--- src/rtl/apu_pkg.sv ---
// Package: constants, types and float compare for the argmax pooling unit
package apu_pkg;
  localparam int MAX_CHANNELS = 1024;
  localparam int MAX_POOL = 256;
  localparam int CH_W = $clog2(MAX_CHANNELS);
  localparam int EL_W = $clog2(MAX_POOL);
  localparam int VAL_W = 32;
  localparam int CFG_W = 11;
  localparam int CNT_CH_W = 11;
  localparam int CNT_EL_W = 9;
  localparam logic [0:0] REG_CHANNEL_COUNT = 1'b0;
  localparam logic [0:0] REG_POOL_SIZE = 1'b1;

  typedef struct packed {
    logic [VAL_W-1:0] sample;
    logic [CH_W-1:0]  chan;
    logic [EL_W-1:0]  elem;
    logic             seed;
    logic             emit;
    logic             last_ch;
  } op_t;

  function automatic logic f32_greater(input logic [31:0] a, input logic [31:0] b);
    logic na, nb;
    logic [31:0] ka, kb;
    na = (a[30:23] == 8'hFF) && (a[22:0] != 23'd0);
    nb = (b[30:23] == 8'hFF) && (b[22:0] != 23'd0);
    ka = a[31] ? ~a : {1'b1, a[30:0]};
    kb = b[31] ? ~b : {1'b1, b[30:0]};
    if (na || nb) return 1'b0;
    if (a[30:0] == 31'd0 && b[30:0] == 31'd0) return 1'b0;
    return ka > kb;
  endfunction
endpackage

--- src/rtl/apu_queue.sv ---
// Two-entry queue between front and back ends
module apu_queue (
  input  logic         clk,
  input  logic         rst_n,
  input  logic         wr_valid,
  output logic         wr_stall,
  input  apu_pkg::op_t wr_op,
  output logic         rd_valid,
  input  logic         rd_take,
  output apu_pkg::op_t rd_op
);
  apu_pkg::op_t ent_r [2];
  logic [1:0] cnt_r, cnt_nxt;
  logic rp_r, wp_r;
  logic push, pop;

  assign wr_stall = (cnt_r == 2'd2);
  assign push = wr_valid && !wr_stall;
  assign rd_valid = (cnt_r != 2'd0);
  assign pop = rd_valid && rd_take;
  assign rd_op = ent_r[rp_r];
  assign cnt_nxt = cnt_r + {1'b0, push} - {1'b0, pop};

  always_ff @(posedge clk) begin
    if (push) ent_r[wp_r] <= wr_op;
  end

  always_ff @(posedge clk) begin
    if (!rst_n) begin
      cnt_r <= '0;
      rp_r <= 1'b0;
      wp_r <= 1'b0;
    end else begin
      cnt_r <= cnt_nxt;
      if (push) wp_r <= !wp_r;
      if (pop) rp_r <= !rp_r;
    end
  end
endmodule

--- config.mk ---
export PLATFORM = sky130hd
export DESIGN_NAME = apu_queue
export DESIGN_NICKNAME = d
export VERILOG_FILES = /design/src/rtl/apu_pkg.sv /design/src/rtl/apu_queue.sv
export SDC_FILE = /design/constraint.sdc
export NUM_CORES = 1
export LEC_CHECK = 0
export BUFFER_PORTS_ARGS = -buffer_cell sky130_fd_sc_hd__buf_4
export CORE_UTILIZATION = 35
export DETAILED_ROUTE_END_ITERATION = 10
export GPL_TIMING_DRIVEN = 1
export PLACE_DENSITY = 0.67
export REMOVE_ABC_BUFFERS = 1
export SYNTH_ARGS = -nofsm -noshare
export SYNTH_HDL_FRONTEND = slang
export SYNTH_SLANG_ARGS = --single-unit
--- constraint.sdc ---
create_clock -name clk -period 4.35 [get_ports clk]
set_input_delay 0.6525 -clock clk [delete_from_list [all_inputs] [get_ports clk]]
set_output_delay 0.6525 -clock clk [all_outputs]
set_load 0.05 [all_outputs]
==> flow_metrics.py <==
metrics = {
    "outcome": {
        "status": "finished clean",
    },
    "clock_network": {
        "cts_resized": 0,
        "clockBufferDepth": 2,
        "cts_htree_levels": 3,
        "holdBufCountCts": 0,
        "cts_made_buffers": 9,
        "clock-root-buffer": "clkbuf_16",
        "postCtsSetupRepairBufs": 0,
        "path_clk_slew_ns": 0.07,
        "insertion_delay_ns": 0.34,
        "cts_tree": "done",
        "clock-sinks": 111,
    },
    "worst_setup_path": {
        "r2r_start": "cnt_r[0]",
        "setup.worst_path.end_class": "primary output",
        "critical_path_arrival_ns": 1.99,
        "critPathKind": "reg2out",
        "r2r_slack_ns": 2.22,
        "r2r-end": "ent_r[0][34]",
        "cp-endpoint": "rd_op[52]",
        "cp_max_fo": 53,
        "critPathRequiredTime_ns": 3.70,
        "reg2regPathDepth": 4,
        "worstSetupStartpointType": "flip-flop",
    },
    "synth": {
        "yosysTopAreaCell": "edfxtp_1",
        "async_flop_share": 0,
        "synth_flop_cell": "edfxtp_1",
        "synth_edf_count": 106,
        "synth_seq_cells": 111,
        "syn_area_per_cell_sq_um": 22.7,
        "synth_top_area_share": 0.737,
        "synth_cell_type_count": 18,
        "yosys_warnings": 0,
        "synth_area_leaders": "edfxtp_1 (74%), mux2_4 (17%), buf_12 (2.3%)",
        "syn_area_sq_mm": 0.00432,
        "syn_inst": 190,
        "yosysSeqAreaShare": 0.761,
    },
    "route": {
        "drt_iter0_drc": 42,
        "wirelength_um": 6870,
        "wl_per_cell_um": 14.9,
        "ant_nets": 0,
        "vias": 2017,
        "drc": 0,
        "vias_per_cell": 4.38,
        "detail_route.first_pass.iterations": 4,
    },
    "layout": {
        "fin_util": 0.459,
        "areaGrowthSynthToFinish_pct": 27.8,
        "n_antenna_cell": 0,
        "nNetsFinal": 367,
        "nFillCells": 1066,
        "drive_gt1_frac": 0.591,
    },
    "sta": {
        "rsz0062_at_grt": "no",
        "fin_crit_ns": 2.64,
        "fin_crit_sh": 0.608,
        "hold_viol_final": 0,
        "max_freq_mhz": 378,
        "setup_viol": 0,
        "clock_skew_ns": 0.00609,
        "maxSlewViolCount": 0,
        "slew_headroom": 0.329,
        "worstMarginPinSlew_ns": 1.01,
        "final.setup.tns_ns": 0,
    },
    "global_route": {
        "gr-usage-all-layers": 0.112,
        "grt_max_degree": 54,
        "grt_pass1_vias": 2105,
        "antenna_found_initial": 0,
        "grt_overflow": 0,
        "grt_pass1_wl_um": 10600,
    },
    "floorplanning": {
        "die-area_sq_mm": 0.0128,
        "ios": 112,
        "initial_utilization": 0.359,
        "fp-row-count": 40,
        "chipWidth_um": 113,
        "die_h_um": 113,
        "core_sq_mm": 0.0120,
    },
    "placed_design": {
        "place.gp.congestion": 0.637,
        "place_hpwl_um": 4510,
        "portBuffers": 111,
    },
    "pwr": {
        "p_leak_nw": 2.15,
        "ir_drop_mv": 0.322,
        "power_density_mw_per_mm2": 632,
    },
    "flow_run": {
        "cap_violations": 0,
    },
    "hold_path": {
        "hold_class": "in2reg",
    },
}
-- critical path: stages (launching register included) --
cell and delay, ns:
dfxtp_4 1.00, mux2_2 0.42, buf_4 0.19
-- where the power goes --
part	total, W	switching (W)	internal, W	leakage (nW)
combinational	0.00129	0.000778	0.000513	0.988
clock	0.000726	0.000343	0.000383	0.132
sequential	0.00147	0.000126	0.00135	1.03
total	0.00349	0.00125	0.00224	2.15
-- worst min path at each step --
stage,startpoint,end,slack (ns),depth (start not counted)
2_1_floorplan,wp_r,wp_r,0.45,2
3_3_place_gp,wp_r,wp_r,0.50,2
3_5_place_dp,wp_r,wp_r,0.53,2
4_1_cts,wr_op[13],ent_r[1][13],0.48,1
5_1_grt,wr_op[45],ent_r[1][45],0.48,1
6_report,wr_op[3],ent_r[0][3],0.49,1
-- cells by family after synthesis --
logic type / count (synthesis) / share of synthesized area
and+or+nand+nor: 11 / 0.0142
muxes: 54 / 0.184
DFF: 111 / 0.761
buffers and inverters: 8 / 0.0275
xor gates and xnor gates: 3 / 0.00609
AOI/OAI and AO/OA: 1 / 0.00174
adders and majority gates: 2 / 0.00580
-- Yosys cell counts (2+ instances only) --
cell        n
xnor2_1     3
and2_1      2
buf_12      5
inv_1       2
nor2b_1     2
mux2_2      3
nand2b_1    2
mux2_4     50
dfxtp_1     5
ha_1        2
edfxtp_1  106
nand2_1     2
-- placed cells by master (no fill, tap or decap) --
cell / Yosys / routed
buf_4: 0 / 113
edfxtp_1: 106 / 106
mux2_4: 50 / 50
clkbuf_16: 0 / 9
clkinv_2: 0 / 4
dfxtp_1: 5 / 4
mux2_2: 3 / 3
xnor2_1: 3 / 3
nand2b_1: 2 / 2
nand2_1: 2 / 2
inv_1: 2 / 2
nor2b_1: 2 / 2
and2_1: 2 / 2
ha_1: 2 / 2
o21a_1: 1 / 1
or2_2: 1 / 1
nor2_4: 0 / 1
and3_2: 0 / 1
mux2i_1: 1 / 1
dfxtp_4: 0 / 1
clkinvlp_4: 0 / 1
clkinv_4: 0 / 1
clkinv_1: 0 / 1
-- flip-flops by register name, indices dropped and copies added (netlist names), named ones only --
name	flops
rp_r	1
ent_r	106
cnt_r	2
wp_r	1
-- layer usage --
metal	global-route usage	part of all wire
met5	0	0
met2	0.185	0.52
met1	0.136	0.41
met3	0.0257	0.051
met4	0.0632	0.017
-- stage by stage --
stage          power (W)  hold WS, ns  std cells  area [sq um]  worst slack, ns
3_5_place_dp     0.00281        0.525        444          5250             1.92
5_1_grt          0.00363        0.482        460          5520             1.62
4_1_cts          0.00354        0.483        460          5520             1.65
3_3_place_gp     0.00280        0.502        444          5250             1.97
2_1_floorplan    0.00247        0.455        184          4210            0.918
6_report         0.00349        0.494        460          5520             1.71
-- area by class of cell --
| cell class | count | area [sq um] | share of cell area |
|---|---|---|---|
| flip-flops and latches | 111 | 3290 | 0.596 |
| multi-input cells | 71 | 923 | 0.167 |
| repair buffers | 113 | 848 | 0.154 |
| clock buffers | 9 | 225 | 0.0408 |
| well taps | 147 | 184 | 0.0333 |
| clock inverters | 7 | 40.0 | 0.00726 |
| inverters | 2 | 7.51 | 0.00136 |
(Power assumes the default switching activity.)
