$ cat config.mk
export PLATFORM = sky130hd
export DESIGN_NAME = apu_front
export DESIGN_NICKNAME = d
export VERILOG_FILES = /design/src/rtl/apu_pkg.sv /design/src/rtl/apu_front.sv
export SDC_FILE = /design/constraint.sdc
export NUM_CORES = 1
export LEC_CHECK = 0
export BUFFER_PORTS_ARGS = -buffer_cell sky130_fd_sc_hd__buf_2
export CORE_MARGIN = 5
export CORE_UTILIZATION = 30
export CTS_BUF_LIST = sky130_fd_sc_hd__clkbuf_16
export DETAILED_ROUTE_END_ITERATION = 12
export PLACE_DENSITY = 0.55
export SLEW_MARGIN = 10
export SYNTH_ARGS = -nofsm -noshare
export SYNTH_HDL_FRONTEND = slang
export SYNTH_SLANG_ARGS = --single-unit
$ cat constraint.sdc
create_clock -name clk -period 2.75 [get_ports clk]
set_clock_uncertainty 0.05 [all_clocks]
set_input_delay 0.1375 -clock clk [delete_from_list [all_inputs] [get_ports clk]]
set_output_delay 0.1375 -clock clk [all_outputs]
set_load 0.03 [all_outputs]
$ cat src/rtl/apu_pkg.sv
// Package: constants, types and float compare for the argmax pooling unit
package apu_pkg;
  localparam int MAX_CHANNELS = 1024;
  localparam int MAX_POOL = 256;
  localparam int CH_W = $clog2(MAX_CHANNELS);
  localparam int EL_W = $clog2(MAX_POOL);
  localparam int VAL_W = 32;
  localparam int CFG_W = 11;
  localparam int CNT_CH_W = 11;
  localparam int CNT_EL_W = 9;
  localparam logic [0:0] REG_CHANNEL_COUNT = 1'b0;
  localparam logic [0:0] REG_POOL_SIZE = 1'b1;

  typedef struct packed {
    logic [VAL_W-1:0] sample;
    logic [CH_W-1:0]  chan;
    logic [EL_W-1:0]  elem;
    logic             seed;
    logic             emit;
    logic             last_ch;
  } op_t;

  function automatic logic f32_greater(input logic [31:0] a, input logic [31:0] b);
    logic na, nb;
    logic [31:0] ka, kb;
    na = (a[30:23] == 8'hFF) && (a[22:0] != 23'd0);
    nb = (b[30:23] == 8'hFF) && (b[22:0] != 23'd0);
    ka = a[31] ? ~a : {1'b1, a[30:0]};
    kb = b[31] ? ~b : {1'b1, b[30:0]};
    if (na || nb) return 1'b0;
    if (a[30:0] == 31'd0 && b[30:0] == 31'd0) return 1'b0;
    return ka > kb;
  endfunction
endpackage

$ cat src/rtl/apu_front.sv
// Front end: accept samples, track channel/element position, classify
module apu_front (
  input  logic                      clk,
  input  logic                      rst_n,
  input  logic                      cfg_we,
  input  logic [0:0]                cfg_sel,
  input  logic                      cfg_hit,
  input  logic [apu_pkg::CFG_W-1:0] cfg_wdata,
  input  logic                      in_valid,
  output logic                      in_stall,
  input  logic [31:0]               in_sample_value,
  output logic                      op_valid,
  input  logic                      op_stall,
  output apu_pkg::op_t              op
);
  logic [apu_pkg::CNT_CH_W-1:0] ch_cnt_r, ch_cnt_nxt;
  logic [apu_pkg::CNT_EL_W-1:0] pool_r, pool_nxt;
  logic [apu_pkg::CH_W-1:0] chan_r, chan_nxt;
  logic [apu_pkg::EL_W-1:0] elem_r, elem_nxt;
  logic [apu_pkg::CNT_CH_W-1:0] ch_in;
  logic [apu_pkg::CNT_EL_W-1:0] pl_in;
  logic last_ch, last_el, acc;

  assign in_stall = op_stall;
  assign op_valid = in_valid;
  assign acc = in_valid && !op_stall;
  assign last_ch = ({1'b0, chan_r} + 11'd1) >= ch_cnt_r;
  assign last_el = ({1'b0, elem_r} + 9'd1) >= pool_r;
  assign ch_in = cfg_wdata[apu_pkg::CNT_CH_W-1:0];
  assign pl_in = cfg_wdata[apu_pkg::CNT_EL_W-1:0];

  always_comb begin
    op.sample  = in_sample_value;
    op.chan    = chan_r;
    op.elem    = elem_r;
    op.seed    = (elem_r == '0);
    op.emit    = last_el;
    op.last_ch = last_ch;
  end

  always_comb begin
    ch_cnt_nxt = ch_cnt_r;
    pool_nxt = pool_r;
    chan_nxt = chan_r;
    elem_nxt = elem_r;
    if (cfg_we && cfg_hit) begin
      case (cfg_sel)
        apu_pkg::REG_CHANNEL_COUNT: begin
          if (ch_in == '0) ch_cnt_nxt = 11'd1;
          else if (ch_in > 11'(apu_pkg::MAX_CHANNELS)) ch_cnt_nxt = 11'(apu_pkg::MAX_CHANNELS);
          else ch_cnt_nxt = ch_in;
        end
        apu_pkg::REG_POOL_SIZE: begin
          if (pl_in == '0) pool_nxt = 9'd1;
          else if (pl_in > 9'(apu_pkg::MAX_POOL)) pool_nxt = 9'(apu_pkg::MAX_POOL);
          else pool_nxt = pl_in;
        end
        default: ;
      endcase
      chan_nxt = '0;
      elem_nxt = '0;
    end else if (acc) begin
      if (last_ch) begin
        chan_nxt = '0;
        elem_nxt = last_el ? '0 : elem_r + 1'b1;
      end else begin
        chan_nxt = chan_r + 1'b1;
      end
    end
  end

  always_ff @(posedge clk) begin
    if (!rst_n) begin
      ch_cnt_r <= 11'd1;
      pool_r <= 9'd1;
      chan_r <= '0;
      elem_r <= '0;
    end else begin
      ch_cnt_r <= ch_cnt_nxt;
      pool_r <= pool_nxt;
      chan_r <= chan_nxt;
      elem_r <= elem_nxt;
    end
  end
endmodule

==> results.json <==
{
  "drive_gt1_frac": 0.313,
  "worstPathMaxFanout": 6,
  "worst_pin_slew_ps": 644,
  "async_flop_share": 0,
  "hold_violations": 0,
  "cts.htree.levels": 2,
  "layout_setup_ws_ps": 68.9,
  "yosysSeqAreaShare": 0.289,
  "insertion_delay_ps": 280,
  "grt_overflow": 0,
  "synthToLayoutAreaGrowth_pct": 19.9,
  "rsz0062_at_grt": "true",
  "cts_hold_buf": 0,
  "cp-end-kind": "primary output",
  "fin_crit_ps": 2680,
  "io_pins": 105,
  "synth_common_cells": "dfxtp_1 (38), buf_4 (36), a21oi_1 (27)",
  "grt_pass1_wl_mm": 10.9,
  "synth.top_cell.area_share": 0.289,
  "final-max-slew-violation-count": 0,
  "drc": 0,
  "fmax_mhz": 373,
  "synth_edf_count": 0,
  "yosysTopAreaCell": "dfxtp_1",
  "dr.pass1.iters": 4,
  "rrSetupSlack_ps": 140,
  "gp_congestion": 0.787,
  "grt_use_total": 0.118,
  "layout.cells.non_filler": 459,
  "ys.warnings.count": 0,
  "cts_sinks": 38,
  "dieWidth_um": 104,
  "cp_data_required_time_ps": 2560,
  "startpoint_type": "register",
  "grt_pass1_vias": 2172,
  "io_buffers": 40,
  "grt_max_degree": 23,
  "postSynthCellCount": 324,
  "synthMostInstantiatedCell": "dfxtp_1",
  "vias_per_cell": 4.90,
  "power_leakage_nw": 1.35,
  "synth_area_leaders": "dfxtp_1 (29%), ha_1 (11%), buf_4 (10%), a21oi_1 (5.1%), nor2b_1 (4.5%)",
  "drt-initial-drc-count": 61,
  "die_h_um": 104,
  "worstSetupPathType": "reg -> out",
  "slew_headroom": 0.570,
  "pre_cts_slack_ps": -24.0,
  "post-route-period-util": 0.975,
  "setup_viol": 0,
  "syn_area_um2": 2630,
  "avgRoutedWirePerCell_um": 14.4,
  "hold_slack_ps": 107,
  "ant_nets": 0,
  "setup_tns_ps": 0,
  "antenna_found_initial": 0,
  "initial_utilization": 0.305,
  "status": "finished, final reports clean",
  "final_nets": 423,
  "avgSynthCellArea_um2": 8.13,
  "cts_buffer_depth": 2,
  "cts_tree": "done",
  "diodes": 0,
  "cts_root_buf": "clkbuf_16",
  "synth_cell_types": 43,
  "hold_path_class": "in -> reg",
  "finalWirelength_mm": 6.60,
  "dp_hpwl_mm": 4.90,
  "core_um2": 8640,
  "clkTransAtPathRegs_ps": 60,
  "cap_violations": 0,
  "syn-num-nets": 397,
  "vias": 2251,
  "crit_arrival_ps": 2490,
  "fin_util": 0.365,
  "placed_cells": 443,
  "synth-seq-cells": 38,
  "vdd_drop_max_uv": 310,
  "power.density_nw_per_um2": 449,
  "synth_ff_type": "dfxtp_1",
  "fp-row-count": 34,
  "die_area_um2": 10700,
  "cts_buffers": 5
}
## cells in the final DEF, fill, tap and decap left out, types with 4 or more instances in the layout
master,Yosys,final
a32o_1,4,4
clkbuf_16,0,5
nand2_1,24,24
a21oi_1,27,27
a22oi_1,7,7
nor2_1,9,8
o21ai_1,6,7
nor3b_1,12,12
xor2_1,8,7
o21ai_0,5,4
dfxtp_2,0,6
inv_1,23,22
buf_4,36,27
nor2b_1,19,19
dfxtp_1,38,30
xnor2_1,6,4
ha_1,23,21
nand4_1,4,4
buf_2,1,38
and3_4,0,5
nand3_1,20,18
## critical path, stage by stage (launching register included)
cell	delay [ps]
dfxtp_2	330
and3_1	190
and3_2	250
xor2_2	170
ha_1	300
nand4_1	110
o311a_4	420
o21ba_4	240
inv_2	70
buf_6	120
## layer usage
metal  GRT usage  wire length (µm)  vias up
li1            -                 -     1139
met1       0.169              3400     1054
met2       0.176              2810       54
met3      0.0299               345        4
met4      0.0324                41        0
met5           0                 0        -
## cell type report
class                           count  area, µm²
Multi-Input combinational cell    214       1570
Clock inverter                      3       40.0
Tap cell                          108        135
Sequential cell                    38        776
Fill cell                         915       5480
Clock buffer                        5        125
Inverter                           24       90.1
Timing Repair Buffer               67        415
## logic make-up (layout without fill, tap and decap cells)
logic type,after synthesis,in the layout,synth area share
and+or+nand+nor,113,113,0.237
buffers and inverters,72,99,0.154
AOI/OAI and AO/OA,61,61,0.152
DFF,38,38,0.289
adders and majority gates,24,24,0.114
xor gates and xnor gates,14,14,0.0466
muxes,2,2,0.00760
## where the power goes
group | internal, W | switching, W
sequential | 0.000557 | 0.00000513
clock | 0.000424 | 0.000222
combinational | 0.0000850 | 0.000122
total | 0.00107 | 0.000349
## flip-flops by register name, indices dropped and copies added (netlist names)
name      cells
elem_r        8
ch_cnt_r     11
pool_r        9
chan_r       10
## stage by stage
| step | cell area [µm²] | total power, W |
|---|---|---|
| detailed placement | 2800 | 0.000755 |
| global route | 3160 | 0.00148 |
| CTS | 3020 | 0.00142 |
| floorplan | 2640 | 0.000787 |
| global placement | 2800 | 0.000753 |
| finish | 3160 | 0.00142 |
## repair_timing
item                                    in CTS  in global routing
endpoints found under the setup margin       6                 13
pin swaps                                    2                 11
buffers inserted                             1                  7
resized for setup                           10                 17
## worst paths after layout
path | start | cells past startpoint | endpoint
max | chan_r[4] | 9 | op[0]
min | cfg_wdata[1] | 3 | ch_cnt_r[1]
max reg2reg | chan_r[4] | 10 | elem_r[5]
min reg2reg | chan_r[4] | 2 | chan_r[4]
No activity file was read; power rests on OpenSTA's default activity.
